===== config.mk =====
export PLATFORM = sky130hd
export DESIGN_NAME = line_rasterizer_flat
export DESIGN_NICKNAME = d
export VERILOG_FILES = /design/src/rtl/core/lrast_pkg.sv /design/src/rtl/core/lrast_cmd_if.sv /design/src/rtl/core/lrast_grp_if.sv /design/src/rtl/core/line_rasterizer.sv /design/src/rtl/core/lrast_dp.sv /design/src/rtl/core/lrast_ctrl.sv /design/src/flat_wrapper.sv
export SDC_FILE = /design/constraint.sdc
export NUM_CORES = 1
export LEC_CHECK = 0
export BUFFER_PORTS_ARGS = -buffer_cell sky130_fd_sc_hd__buf_2
export CORE_MARGIN = 4
export CORE_UTILIZATION = 59
export CTS_CLUSTER_DIAMETER = 100
export DETAILED_ROUTE_END_ITERATION = 8
export MAX_ROUTING_LAYER = met4
export PLACE_DENSITY = 0.85
export SYNTH_ARGS = -nofsm -noshare
export SYNTH_HDL_FRONTEND = slang
export SYNTH_SLANG_ARGS = --single-unit
export TNS_END_PERCENT = 30

===== constraint.sdc =====
create_clock -name clk_i -period 12.9 [get_ports clk_i]
set_clock_uncertainty 0.2 [all_clocks]
set_input_delay 2.58 -clock clk_i [delete_from_list [all_inputs] [get_ports clk_i]]
set_output_delay 2.58 -clock clk_i [all_outputs]
set_load 0.02 [all_outputs]

===== src/rtl/core/lrast_pkg.sv =====
// Shared types and constants of the line rasterizer.
// No dependencies; imported by the interfaces and every module of the block.
package lrast_pkg;

  // field widths
  localparam int X_W     = 8;
  localparam int Y_W     = 7;
  localparam int CW      = 8;        // common coordinate width after axis swap
  localparam int EW      = CW + 3;   // signed doubled error term
  localparam int LIM_W   = 11;       // wide enough for any frame limit
  localparam int ADDR_W  = 15;
  localparam int COUNT_W = 3;
  localparam int COLOR_W = 16;
  localparam int ADDR_SLOTS = 4;

  // defaults of the top-level parameters
  localparam int FRAME_WIDTH_DEF       = 160;
  localparam int FRAME_HEIGHT_DEF      = 120;
  localparam int PIXELS_PER_RESULT_DEF = 4;

  // register file
  localparam int PADDR_W = 3;
  localparam int PDATA_W = 32;
  localparam logic REG_PIXEL_COLOR = 1'b0;  // word index of pixel_color
  localparam logic [COLOR_W-1:0] COLOR_RESET = 16'hF800;

  typedef struct packed {
    logic load;    // take a new pair of endpoints
    logic orient;  // pick major axis and walk direction
    logic init;    // spans, error term, start address
    logic emit;    // produce one group of pixels
  } lrast_cmd_t;

  typedef struct packed {
    logic out_free;  // output register can take a word this cycle
    logic last_grp;  // current group ends the line
  } lrast_sts_t;

endpackage


===== src/rtl/core/lrast_cmd_if.sv =====
// Endpoint channel of the line rasterizer: valid/ready plus one line's endpoints.
// Depends on lrast_pkg.
interface lrast_cmd_if import lrast_pkg::*; ();
  logic           valid;
  logic           ready;
  logic [X_W-1:0] start_x;
  logic [Y_W-1:0] start_y;
  logic [X_W-1:0] end_x;
  logic [Y_W-1:0] end_y;

  modport source (output valid, start_x, start_y, end_x, end_y, input ready);
  modport sink   (input valid, start_x, start_y, end_x, end_y, output ready);
endinterface


===== src/rtl/core/lrast_grp_if.sv =====
// Pixel group channel of the line rasterizer: valid/ready plus one group of addresses.
// Depends on lrast_pkg.
interface lrast_grp_if import lrast_pkg::*; ();
  logic               valid;
  logic               ready;
  logic [ADDR_W-1:0]  pixel_addr_0;
  logic [ADDR_W-1:0]  pixel_addr_1;
  logic [ADDR_W-1:0]  pixel_addr_2;
  logic [ADDR_W-1:0]  pixel_addr_3;
  logic [COUNT_W-1:0] pixel_count;
  logic [COLOR_W-1:0] write_color;
  logic               last;

  modport source (output valid, pixel_addr_0, pixel_addr_1, pixel_addr_2, pixel_addr_3,
                  pixel_count, write_color, last, input ready);
  modport sink   (input valid, pixel_addr_0, pixel_addr_1, pixel_addr_2, pixel_addr_3,
                  pixel_count, write_color, last, output ready);
endinterface


===== src/rtl/core/line_rasterizer.sv =====
// Channel   | Dir | Handshake          | Word
// cmd_i     | in  | valid/ready        | start_x, start_y, end_x, end_y
// grp_o     | out | valid/ready        | pixel_addr_0..3, pixel_count, write_color, last
// APB       | in  | psel/penable/pwrite| pixel_color at byte address 0
//
// An accepted line passes through load, orient and init, after which the walk unit
// emits one group per cycle while the output register is free.
// Stalls on grp_o hold the walk; a new word is taken once the last group is registered.
// Reset clears the controller and output valid; pixel_color returns to 16'hF800.
// Top level of the line rasterizer; depends on lrast_pkg, lrast_cmd_if, lrast_grp_if,
// lrast_ctrl and lrast_dp.
module line_rasterizer import lrast_pkg::*; #(
  parameter int FRAME_WIDTH       = FRAME_WIDTH_DEF,
  parameter int FRAME_HEIGHT      = FRAME_HEIGHT_DEF,
  parameter int PIXELS_PER_RESULT = PIXELS_PER_RESULT_DEF
) (
  input  logic               clk_i,
  input  logic               rst_ni,
  lrast_cmd_if.sink          cmd_i,
  lrast_grp_if.source        grp_o,
  input  logic               psel,
  input  logic               penable,
  input  logic               pwrite,
  input  logic [PADDR_W-1:0] paddr,
  input  logic [PDATA_W-1:0] pwdata,
  output logic [PDATA_W-1:0] prdata,
  output logic               pready
);

  logic [COLOR_W-1:0] color_q;
  logic               sel_color;
  lrast_cmd_t         cmd;
  lrast_sts_t         sts;
  logic               in_ready;

  assign sel_color = (paddr[PADDR_W-1:2] == REG_PIXEL_COLOR);

  always_ff @(posedge clk_i or negedge rst_ni) begin
    if (!rst_ni) begin
      color_q <= COLOR_RESET;
    end else if (psel && penable && pwrite && sel_color) begin
      color_q <= pwdata[COLOR_W-1:0];
    end
  end

  assign prdata = sel_color ? PDATA_W'(color_q) : '0;
  assign pready = 1'b1;

  lrast_ctrl u_ctrl (
    .clk_i      (clk_i),
    .rst_ni     (rst_ni),
    .in_valid_i (cmd_i.valid),
    .in_ready_o (in_ready),
    .sts_i      (sts),
    .cmd_o      (cmd)
  );

  assign cmd_i.ready = in_ready;

  lrast_dp #(
    .FRAME_WIDTH       (FRAME_WIDTH),
    .FRAME_HEIGHT      (FRAME_HEIGHT),
    .PIXELS_PER_RESULT (PIXELS_PER_RESULT)
  ) u_dp (
    .clk_i          (clk_i),
    .rst_ni         (rst_ni),
    .cmd_i          (cmd),
    .sts_o          (sts),
    .start_x_i      (cmd_i.start_x),
    .start_y_i      (cmd_i.start_y),
    .end_x_i        (cmd_i.end_x),
    .end_y_i        (cmd_i.end_y),
    .color_i        (color_q),
    .grp_ready_i    (grp_o.ready),
    .grp_valid_o    (grp_o.valid),
    .pixel_addr_0_o (grp_o.pixel_addr_0),
    .pixel_addr_1_o (grp_o.pixel_addr_1),
    .pixel_addr_2_o (grp_o.pixel_addr_2),
    .pixel_addr_3_o (grp_o.pixel_addr_3),
    .pixel_count_o  (grp_o.pixel_count),
    .write_color_o  (grp_o.write_color),
    .last_o         (grp_o.last)
  );

endmodule


===== src/rtl/core/lrast_dp.sv =====
// Datapath of the line rasterizer: endpoint registers, Bresenham walk of up to
// four pixels a cycle while the output is free, and the output word register. Depends on lrast_pkg.
module lrast_dp import lrast_pkg::*; #(
  parameter int FRAME_WIDTH       = FRAME_WIDTH_DEF,
  parameter int FRAME_HEIGHT      = FRAME_HEIGHT_DEF,
  parameter int PIXELS_PER_RESULT = PIXELS_PER_RESULT_DEF
) (
  input  logic               clk_i,
  input  logic               rst_ni,
  input  lrast_cmd_t         cmd_i,
  output lrast_sts_t         sts_o,
  input  logic [X_W-1:0]     start_x_i,
  input  logic [Y_W-1:0]     start_y_i,
  input  logic [X_W-1:0]     end_x_i,
  input  logic [Y_W-1:0]     end_y_i,
  input  logic [COLOR_W-1:0] color_i,
  input  logic               grp_ready_i,
  output logic               grp_valid_o,
  output logic [ADDR_W-1:0]  pixel_addr_0_o,
  output logic [ADDR_W-1:0]  pixel_addr_1_o,
  output logic [ADDR_W-1:0]  pixel_addr_2_o,
  output logic [ADDR_W-1:0]  pixel_addr_3_o,
  output logic [COUNT_W-1:0] pixel_count_o,
  output logic [COLOR_W-1:0] write_color_o,
  output logic               last_o
);

  localparam int GROUP = (PIXELS_PER_RESULT < 1) ? 1 :
                         ((PIXELS_PER_RESULT > ADDR_SLOTS) ? ADDR_SLOTS : PIXELS_PER_RESULT);
  localparam logic [LIM_W-1:0]  X_LIM      = LIM_W'(FRAME_WIDTH - 1);
  localparam logic [LIM_W-1:0]  Y_LIM      = LIM_W'(FRAME_HEIGHT - 1);
  localparam logic [ADDR_W-1:0] ROW_STRIDE = ADDR_W'(FRAME_WIDTH);

  function automatic logic [CW-1:0] clamp(logic [LIM_W-1:0] v, logic [LIM_W-1:0] lim);
    return (v > lim) ? lim[CW-1:0] : v[CW-1:0];
  endfunction

  // endpoints, clamped to the frame
  logic [CW-1:0] x1_q, y1_q, x2_q, y2_q;
  // walk state
  logic                     steep_q;
  logic [CW-1:0]            a_q, b_q, a2_q, b2_q;
  logic signed [EW-1:0]     err_q, da2_q, db2_q;
  logic [ADDR_W-1:0]        addr_q, major_q, minor_q;
  // output word
  logic                     grp_valid_q;
  logic [ADDR_W-1:0]        slot_q [ADDR_SLOTS];
  logic [COUNT_W-1:0]       count_q;
  logic [COLOR_W-1:0]       color_q;
  logic                     last_q;

  // orientation
  logic [CW-1:0] adx, ady, pa1, pb1, pa2, pb2;
  logic          steep_c;
  always_comb begin
    adx     = (x2_q > x1_q) ? x2_q - x1_q : x1_q - x2_q;
    ady     = (y2_q > y1_q) ? y2_q - y1_q : y1_q - y2_q;
    steep_c = ady > adx;
    pa1     = steep_c ? y1_q : x1_q;
    pb1     = steep_c ? x1_q : y1_q;
    pa2     = steep_c ? y2_q : x2_q;
    pb2     = steep_c ? x2_q : y2_q;
  end

  // spans and start address
  logic [CW-1:0]     da, db, row0, col0;
  logic              step_up;
  logic [ADDR_W-1:0] addr0, major0, minor0;
  always_comb begin
    da      = a2_q - a_q;
    db      = (b2_q > b_q) ? b2_q - b_q : b_q - b2_q;
    step_up = b2_q > b_q;
    row0    = steep_q ? a_q : b_q;
    col0    = steep_q ? b_q : a_q;
    addr0   = ADDR_W'(row0) * ROW_STRIDE + ADDR_W'(col0);
    major0  = steep_q ? ROW_STRIDE : ADDR_W'(1);
    if (steep_q) begin
      minor0 = step_up ? ADDR_W'(1) : ~ADDR_W'(0);
    end else begin
      minor0 = step_up ? ROW_STRIDE : ADDR_W'(0) - ROW_STRIDE;
    end
  end

  // one group: chain of Bresenham steps on the error term and address
  logic signed [EW-1:0] err_c [ADDR_SLOTS+1];
  logic [ADDR_W-1:0]    addr_c [ADDR_SLOTS+1];
  logic signed [EW-1:0] err_t;
  logic [CW-1:0]        rem;
  logic                 last_c;
  logic [COUNT_W-1:0]   count_c;
  logic [ADDR_W-1:0]    slot_c [ADDR_SLOTS];
  always_comb begin
    err_c[0]  = err_q;
    addr_c[0] = addr_q;
    err_t     = '0;
    for (int k = 0; k < ADDR_SLOTS; k++) begin
      err_t = err_c[k] - db2_q;
      if (err_t[EW-1]) begin
        err_c[k+1]  = err_t + da2_q;
        addr_c[k+1] = addr_c[k] + major_q + minor_q;
      end else begin
        err_c[k+1]  = err_t;
        addr_c[k+1] = addr_c[k] + major_q;
      end
    end
    rem     = a2_q - a_q;
    last_c  = rem < CW'(GROUP);
    count_c = last_c ? COUNT_W'(rem) + COUNT_W'(1) : COUNT_W'(GROUP);
    for (int s = 0; s < ADDR_SLOTS; s++) begin
      slot_c[s] = (COUNT_W'(s) < count_c) ? addr_c[s] : '0;
    end
  end

  always_ff @(posedge clk_i) begin
    if (cmd_i.load) begin
      x1_q <= clamp(LIM_W'(start_x_i), X_LIM);
      y1_q <= clamp(LIM_W'(start_y_i), Y_LIM);
      x2_q <= clamp(LIM_W'(end_x_i), X_LIM);
      y2_q <= clamp(LIM_W'(end_y_i), Y_LIM);
    end
    if (cmd_i.orient) begin
      steep_q <= steep_c;
      // walk from the smaller major coordinate; ties keep the first endpoint
      if (pa1 > pa2) begin
        a_q <= pa2; b_q <= pb2; a2_q <= pa1; b2_q <= pb1;
      end else begin
        a_q <= pa1; b_q <= pb1; a2_q <= pa2; b2_q <= pb2;
      end
    end
    if (cmd_i.init) begin
      err_q   <= $signed(EW'(da));
      da2_q   <= $signed({2'b00, da, 1'b0});
      db2_q   <= $signed({2'b00, db, 1'b0});
      addr_q  <= addr0;
      major_q <= major0;
      minor_q <= minor0;
    end
    if (cmd_i.emit) begin
      a_q     <= a_q + CW'(GROUP);
      err_q   <= err_c[GROUP];
      addr_q  <= addr_c[GROUP];
      slot_q  <= slot_c;
      count_q <= count_c;
      color_q <= color_i;
      last_q  <= last_c;
    end
  end

  always_ff @(posedge clk_i or negedge rst_ni) begin
    if (!rst_ni) begin
      grp_valid_q <= 1'b0;
    end else if (cmd_i.emit) begin
      grp_valid_q <= 1'b1;
    end else if (grp_ready_i) begin
      grp_valid_q <= 1'b0;
    end
  end

  assign sts_o.out_free = !grp_valid_q || grp_ready_i;
  assign sts_o.last_grp = last_c;

  assign grp_valid_o    = grp_valid_q;
  assign pixel_addr_0_o = slot_q[0];
  assign pixel_addr_1_o = slot_q[1];
  assign pixel_addr_2_o = slot_q[2];
  assign pixel_addr_3_o = slot_q[3];
  assign pixel_count_o  = count_q;
  assign write_color_o  = color_q;
  assign last_o         = last_q;

endmodule


===== src/rtl/core/lrast_ctrl.sv =====
// Controller of the line rasterizer: sequences load, orient, init and the walk.
// Depends on lrast_pkg.
module lrast_ctrl import lrast_pkg::*; (
  input  logic       clk_i,
  input  logic       rst_ni,
  input  logic       in_valid_i,
  output logic       in_ready_o,
  input  lrast_sts_t sts_i,
  output lrast_cmd_t cmd_o
);

  localparam logic [1:0] ST_IDLE   = 2'd0;
  localparam logic [1:0] ST_ORIENT = 2'd1;
  localparam logic [1:0] ST_INIT   = 2'd2;
  localparam logic [1:0] ST_WALK   = 2'd3;

  logic [1:0] state_q, state_d;

  assign in_ready_o   = (state_q == ST_IDLE);
  assign cmd_o.load   = in_valid_i && in_ready_o;
  assign cmd_o.orient = (state_q == ST_ORIENT);
  assign cmd_o.init   = (state_q == ST_INIT);
  assign cmd_o.emit   = (state_q == ST_WALK) && sts_i.out_free;

  always_comb begin
    state_d = state_q;
    case (state_q)
      ST_IDLE: begin
        if (cmd_o.load) state_d = ST_ORIENT;
      end
      ST_ORIENT: state_d = ST_INIT;
      ST_INIT:   state_d = ST_WALK;
      ST_WALK: begin
        // leave once the final group is taken into the output register
        if (cmd_o.emit && sts_i.last_grp) state_d = ST_IDLE;
      end
      default: state_d = ST_IDLE;
    endcase
  end

  always_ff @(posedge clk_i or negedge rst_ni) begin
    if (!rst_ni) begin
      state_q <= ST_IDLE;
    end else begin
      state_q <= state_d;
    end
  end

`ifndef SYNTHESIS
  a_load_orient: assert property (@(posedge clk_i) disable iff (!rst_ni)
    (in_valid_i && in_ready_o) |=> (state_q == ST_ORIENT))
    else $error("accepted word did not start orientation");
  a_init_walk: assert property (@(posedge clk_i) disable iff (!rst_ni)
    (state_q == ST_INIT) |=> (state_q == ST_WALK))
    else $error("init not followed by walk");
  a_last_idle: assert property (@(posedge clk_i) disable iff (!rst_ni)
    (cmd_o.emit && sts_i.last_grp) |=> (state_q == ST_IDLE))
    else $error("walk continued past the last group");
  a_walk_hold: assert property (@(posedge clk_i) disable iff (!rst_ni)
    ((state_q == ST_WALK) && !(cmd_o.emit && sts_i.last_grp)) |=> (state_q == ST_WALK))
    else $error("walk ended before the last group");
`endif

endmodule

===== src/flat_wrapper.sv =====
// flat-port wrapper written by rule: the top's interface ports become plain ports
module line_rasterizer_flat import lrast_pkg::*;
#(
  parameter int FRAME_WIDTH       = FRAME_WIDTH_DEF,
  parameter int FRAME_HEIGHT      = FRAME_HEIGHT_DEF,
  parameter int PIXELS_PER_RESULT = PIXELS_PER_RESULT_DEF
)
  (clk_i, rst_ni, psel, penable, pwrite, paddr, pwdata, prdata, pready, cmd_i_valid, cmd_i_start_x, cmd_i_start_y, cmd_i_end_x, cmd_i_end_y, cmd_i_ready, grp_o_valid, grp_o_pixel_addr_0, grp_o_pixel_addr_1, grp_o_pixel_addr_2, grp_o_pixel_addr_3, grp_o_pixel_count, grp_o_write_color, grp_o_last, grp_o_ready);
  lrast_cmd_if cmd_i_i ();
  lrast_grp_if grp_o_i ();
  input  logic clk_i;
  input  logic rst_ni;
  input  logic psel;
  input  logic penable;
  input  logic pwrite;
  input  logic [PADDR_W-1:0] paddr;
  input  logic [PDATA_W-1:0] pwdata;
  output logic [PDATA_W-1:0] prdata;
  output logic pready;
  input wire logic [$bits(cmd_i_i.valid)-1:0] cmd_i_valid;
  input wire logic [$bits(cmd_i_i.start_x)-1:0] cmd_i_start_x;
  input wire logic [$bits(cmd_i_i.start_y)-1:0] cmd_i_start_y;
  input wire logic [$bits(cmd_i_i.end_x)-1:0] cmd_i_end_x;
  input wire logic [$bits(cmd_i_i.end_y)-1:0] cmd_i_end_y;
  output wire logic [$bits(cmd_i_i.ready)-1:0] cmd_i_ready;
  output wire logic [$bits(grp_o_i.valid)-1:0] grp_o_valid;
  output wire logic [$bits(grp_o_i.pixel_addr_0)-1:0] grp_o_pixel_addr_0;
  output wire logic [$bits(grp_o_i.pixel_addr_1)-1:0] grp_o_pixel_addr_1;
  output wire logic [$bits(grp_o_i.pixel_addr_2)-1:0] grp_o_pixel_addr_2;
  output wire logic [$bits(grp_o_i.pixel_addr_3)-1:0] grp_o_pixel_addr_3;
  output wire logic [$bits(grp_o_i.pixel_count)-1:0] grp_o_pixel_count;
  output wire logic [$bits(grp_o_i.write_color)-1:0] grp_o_write_color;
  output wire logic [$bits(grp_o_i.last)-1:0] grp_o_last;
  input wire logic [$bits(grp_o_i.ready)-1:0] grp_o_ready;
  assign cmd_i_i.valid = cmd_i_valid;
  assign cmd_i_i.start_x = cmd_i_start_x;
  assign cmd_i_i.start_y = cmd_i_start_y;
  assign cmd_i_i.end_x = cmd_i_end_x;
  assign cmd_i_i.end_y = cmd_i_end_y;
  assign cmd_i_ready = cmd_i_i.ready;
  assign grp_o_valid = grp_o_i.valid;
  assign grp_o_pixel_addr_0 = grp_o_i.pixel_addr_0;
  assign grp_o_pixel_addr_1 = grp_o_i.pixel_addr_1;
  assign grp_o_pixel_addr_2 = grp_o_i.pixel_addr_2;
  assign grp_o_pixel_addr_3 = grp_o_i.pixel_addr_3;
  assign grp_o_pixel_count = grp_o_i.pixel_count;
  assign grp_o_write_color = grp_o_i.write_color;
  assign grp_o_last = grp_o_i.last;
  assign grp_o_i.ready = grp_o_ready;
  line_rasterizer #(.FRAME_WIDTH(FRAME_WIDTH), .FRAME_HEIGHT(FRAME_HEIGHT), .PIXELS_PER_RESULT(PIXELS_PER_RESULT)) u_core (.clk_i(clk_i), .rst_ni(rst_ni), .cmd_i(cmd_i_i), .grp_o(grp_o_i), .psel(psel), .penable(penable), .pwrite(pwrite), .paddr(paddr), .pwdata(pwdata), .prdata(prdata), .pready(pready));
endmodule

==> Yosys cells after proc, flatten, opt, wreduce, memory -nomap -nowiden <==
Cells that the tools add are included.
{ "op_classes": {"n_eq_ne": 5, "n_lt_le_gt_ge": 14, "n_mux": 38, "n_bitwise": 1, "reduce_logical": 13, "n_addsub": 26, "mul": 1} }
{ "ops": {"columns": ["operator", "n"], "rows": [
  ["15-bit 2-to-1 mux", 9],
  ["8-bit 2-to-1 mux", 16],
  ["15-bit adder", 8],
  ["11-bit 2-to-1 mux", 6],
  ["8-bit subtractor", 7],
  ["11-bit by 10-bit adder with 11-bit output", 4],
  ["11-bit by 10-bit subtractor with 11-bit output", 4],
  ["8-bit greater-than comparator", 5],
  ["8-bit greater-than comparator, second input constant", 2],
  ["16-bit 2-to-1 mux", 1],
  ["15-bit by 8-bit adder with 15-bit output", 1],
  ["7-bit greater-than comparator, second input constant", 2],
  ["8-bit by 3-bit multiplier with 10-bit output, second input constant", 1],
  ["8-bit by 3-bit adder with 8-bit output, second input constant", 1],
  ["8-bit by 3-bit less-than comparator with 1-bit output, second input constant", 1],
  ["2-bit one-hot mux with 4 select lines", 1],
  ["1-bit logical AND", 6],
  ["1-bit by 3-bit less-than comparator with 1-bit output, first input constant", 2],
  ["2-bit by 3-bit less-than comparator with 1-bit output, first input constant", 2],
  ["2-bit nonzero test", 3],
  ["2-bit equality test, second input constant", 2],
  ["2-bit 2-to-1 mux", 2],
  ["2-bit by 1-bit inequality test with 1-bit output, second input constant", 2],
  ["3-bit by 1-bit adder with 3-bit output, second input constant", 1],
  ["8 further kinds", 9]
]} }
{ "word_totals": {"register_bits": 236, "elab_cells": 125, "output_inout_bits": 115, "inputBits": 72} }

==> Longest topological paths before layout <==
{ "depth": {"word_depth": 13, "depth_mapped": 59, "mapped_depth_nobuf": 54} }

==> Cells and area by module <==
A second synthesis with hierarchy kept.
{ "unflattened": {"cells_unflattened": 2096, "hier_area_um2": 19536.2} }
{ "by_module_without_submodules": {"columns": ["mod", "n_inst", "seq_area_each_um2", "area_per_inst_um2", "cells_per_inst"], "rows": [
  ["lrast_dp", 1, 5730.5, 18459.0, 2011],
  ["line_rasterizer", 1, 406.6, 905.9, 70],
  ["lrast_ctrl", 1, 50.0, 171.4, 15]
]} }

==> Worst setup path before layout <==
No wires, ideal clock.
{ "synth_path": {"path_kind": "register -> register", "from": "register u_core.u_dp.db2_q[2]", "to": "register u_core.u_dp.addr_q[14], data pin", "t_arrival_ns": 10.980, "stages_incl_launch_ff": 56, "synth_period_minus_slack_ns": 11.451, "required_ns": 12.429, "slack_ns": 1.449, "n_path_buf": 6, "setup_time_ns": 0.271, "cell_sequence": "edfxtp_1 > inv_1 > fa_1 > a211oi_1 > nor2_1 > nor2_1 > ha_1 > o21a_1 > o31a_1 > nor2_1 > nor2_1 > nor2_1 > xor2_1 > a21oi_1 > ha_1 > or3_4 > or3_1 > o21ai_4 > (+20 left out) > ha_1 > and2_1 > nor2_1 > ha_1 > a21o_1 > a21oi_1 > o21bai_1 > a21oi_1 > o21ba_2 > o21ai_0 > o41ai_1 > o21bai_1 > a21oi_1 > xnor2_1 > nor2_1 > xor2_1 > xnor2_1 > a21oi_1"} }
{ "synth_lines": {"columns": ["element", "line", "source"], "rows": [
  ["from (decl)", "lrast_dp.sv:43", "logic signed [EW-1:0] err_q, da2_q, db2_q;"],
  ["from (signal assigned)", "lrast_dp.sv:133", "db2_q <= $signed({2'b00, db, 1'b0});"],
  ["to (signal assigned)", "lrast_dp.sv:134", "addr_q <= addr0;"],
  ["to (signal assigned)", "lrast_dp.sv:141", "addr_q <= addr_c[GROUP];"],
  ["to (decl)", "lrast_dp.sv:44", "logic [ADDR_W-1:0] addr_q, major_q, minor_q;"]
]} }

==> impl_metrics.env <==
export IMPL_post_synth_top_count_cell="ha_1"
export IMPL_synth_seq_area_share_pct=31.25
export IMPL_worstSetupStartpointType="flop"
export IMPL_viasPerCell=6.058
export IMPL_coreArea_um2=32780
export IMPL_crit_top_cell="nor2_1"
export IMPL_synthCells=2174
export IMPL_setup_violations_final=0
export IMPL_grt_pass1_vias=16511
export IMPL_worst_pin_slew_ps=1185
export IMPL_track_usage_pct=28.33
export IMPL_yosys_register_bits=209
export IMPL_period_minus_slack_ps=12130
export IMPL_h_tree_depth=1
export IMPL_fin_crit_sh_pct=94.03
export IMPL_ys_flop_type="edfxtp_1"
export IMPL_critPathSlowestCell="edfxtp_1"
export IMPL_fin_setup_tns_ps=0
export IMPL_drive_above_1_share_pct=12.76
export IMPL_critPathMaxFanout=9
export IMPL_yosysTopAreaCell="edfxtp_1"
export IMPL_route_detailed_wl_per_inst_um=18.59
export IMPL_rows=66
export IMPL_drt_wl_total_um=51500
export IMPL_synth_top_area_share_pct=28.81
export IMPL_dieHeight_um=191.2
export IMPL_vias=16781
export IMPL_met3_usage_pct=2.958
export IMPL_cts_root_buffer="clkbuf_16"
export IMPL_relSlewSlack_pct=20.59
export IMPL_routabilityCongestion=0.9711
export IMPL_crit_type="reg -> reg"
export IMPL_die_w_um=191.2
export IMPL_yosys_top_cells_count="ha_1, nor2_1, a21oi_1"
export IMPL_use_met1_pct=33.98
export IMPL_antenna_found_initial=0
export IMPL_syn_area_um2=19800
export IMPL_finalNetCount=2627
export IMPL_clk_pin_slew_ps=60
export IMPL_path_buf_inv=2
export IMPL_worstPathRequired_ps=12980
export IMPL_area_growth_pct=10.65
export IMPL_grtUsageMet2_pct=49.35
export IMPL_hold_buffers=0
export IMPL_clockBufferDepth=3
export IMPL_io_buffer_count=151
export IMPL_status="finished clean"
export IMPL_slew_viol_final=0
export IMPL_rsz0062_at_grt="false"
export IMPL_firstDrtPassIters=6
export IMPL_start_util_pct=60.40
export IMPL_drtIter0Drc=1289
export IMPL_gr_total_overflow=0
export IMPL_ios=187
export IMPL_clock_latency_ps=570
export IMPL_cp_top_family="compound AO/OA/AOI/OAI gates"
export IMPL_insertedDiodeCount=0
export IMPL_critPathMaxStageDelay_ps=530
export IMPL_busiest_layer="met2"
export IMPL_cap_violations=0
export IMPL_synth_area_leaders="edfxtp_1, ha_1, xnor2_1"
export IMPL_synthArstFlopShare_pct=9.091
export IMPL_finalHoldViolations=0
export IMPL_cts_sinks=209
export IMPL_cts_tree="yes"
export IMPL_max_freq_mhz=82.44
export IMPL_dp_hpwl_um=40660
export IMPL_grt_max_degree=79
export IMPL_yosys_cell_types_count=96
export IMPL_grt_pass1_wl_um=82120
export IMPL_hold_class="reg -> reg"
export IMPL_synth_edf_count=190
export IMPL_drc=0
export IMPL_syn_area_per_cell_um2=9.108
export IMPL_endpoint_kind="flop"
export IMPL_numCtsBuffers=26
export IMPL_worstPathArrival_ps=12210
export IMPL_yosysWarnings=0
export IMPL_ant_nets=0
export IMPL_die_area_um2=36560
==> area by class of cell <==
| class | count | area [µm²] |
|---|---|---|
| tap | 442 | 553.0 |
| clock inverter | 12 | 185.2 |
| inverter | 175 | 660.6 |
| sequential | 209 | 6187 |
| clock buffer | 36 | 752.0 |
| fill | 2581 | 10870 |
| multi-input combinational | 1722 | 12640 |
| timing repair buffer | 174 | 932.1 |
==> cells by family (layout without fill, tap and decap cells) <==
group / after synthesis / count (layout) / share of synthesized area (%)
DFF: 209 / 209 / 31.25
other: 2 / 17 / 0.03793
buffers and inverters: 258 / 397 / 5.358
adders and majority gates: 247 / 247 / 16.40
and+or+nand+nor: 613 / 613 / 15.05
muxes: 72 / 72 / 3.993
xor gates and xnor gates: 177 / 177 / 7.974
AOI/OAI and AO/OA: 596 / 596 / 19.94
==> worst paths after layout <==
| path | start | to | slack [ps] | cells after the start |
|---|---|---|---|---|
| worst max-delay path | u_core.u_dp.db2_q[2] | u_core.u_dp.addr_q[14] | 770 | 51 |
| min in group asynchronous | rst_ni | u_core.color_q[0] | 1750 | 1 |
| max in group asynchronous | rst_ni | u_core.color_q[14] | 10420 | 1 |
| worst min register to register | u_core.color_q[6] | u_core.u_dp.write_color_o[6] | 270 | 0 |
| worst min-delay path | u_core.color_q[6] | u_core.u_dp.write_color_o[6] | 270 | 0 |
| worst max register to register | u_core.u_dp.db2_q[2] | u_core.u_dp.addr_q[14] | 770 | 51 |
==> routing by layer <==
layer / routed length (µm) / share of wire, % / up-vias
met4: 2144 / 4.2 / 0
met1: 20720 / 40 / 7926
li1: - / - / 8082
met5: 0 / 0 / -
met2: 25430 / 49 / 642
met3: 3201 / 6.2 / 131
==> flip-flops by register name, indices dropped and copies added, names as in the netlist, 2 cells and up <==
| signal | flops |
|---|---|
| u_core.u_dp.db2_q | 8 |
| u_core.u_dp.y2_q | 7 |
| u_core.u_dp.minor_q | 5 |
| u_core.u_dp.pixel_addr_3_o | 15 |
| u_core.u_dp.write_color_o | 16 |
| u_core.u_dp.a2_q | 8 |
| u_core.u_dp.pixel_addr_0_o | 15 |
| u_core.u_dp.x1_q | 8 |
| u_core.u_dp.pixel_count_o | 3 |
| u_core.u_dp.y1_q | 7 |
| u_core.u_dp.a_q | 8 |
| u_core.u_dp.err_q | 10 |
| u_core.u_dp.pixel_addr_2_o | 15 |
| u_core.u_ctrl.state_q | 2 |
| u_core.u_dp.da2_q | 8 |
| u_core.u_dp.addr_q | 15 |
| u_core.color_q | 16 |
| u_core.u_dp.b2_q | 8 |
| u_core.u_dp.b_q | 8 |
| u_core.u_dp.x2_q | 8 |
| u_core.u_dp.pixel_addr_1_o | 15 |
==> layout by cell type, fill, tap and decap left out, types with 17 or more instances in the layout <==
cell	instances
nor2b_1	71
nand2_1	118
and2_1	26
a21oi_1	207
edfxtp_1	190
nor2_1	218
nand3_1	32
conb_1	17
xor2_1	53
o21ai_0	100
inv_1	172
a211oi_1	36
o21a_1	40
mux2i_1	43
ha_1	226
a21o_1	43
xnor2_1	122
nor3_1	34
fa_1	21
mux2_2	26
buf_4	22
buf_2	151
clkbuf_16	29
nand4_1	21
nand2b_1	38
o21bai_1	22
==> through the flow <==
step	hold WS (ps)	area (µm²)	std cells	util [%]	setup slack (ps)
after floorplan	233.4	19860	2189	-	1449
after global placement	242.4	20970	2722	63.96	1195
after detailed placement	259.6	20970	2722	63.96	858.9
after CTS	273.9	21910	2770	66.82	806.6
after global routing	286.4	21910	2770	66.83	41.45
final	272.9	21910	2770	66.83	769.7
==> what timing repair did <==
item,CTS,global route
resized for setup,0,1
setup endpoints to repair,0,1
setup buffers,0,0
Power is not shown: default switching activity piles up to over one toggle a cycle in this logic, so the estimate is an artifact.
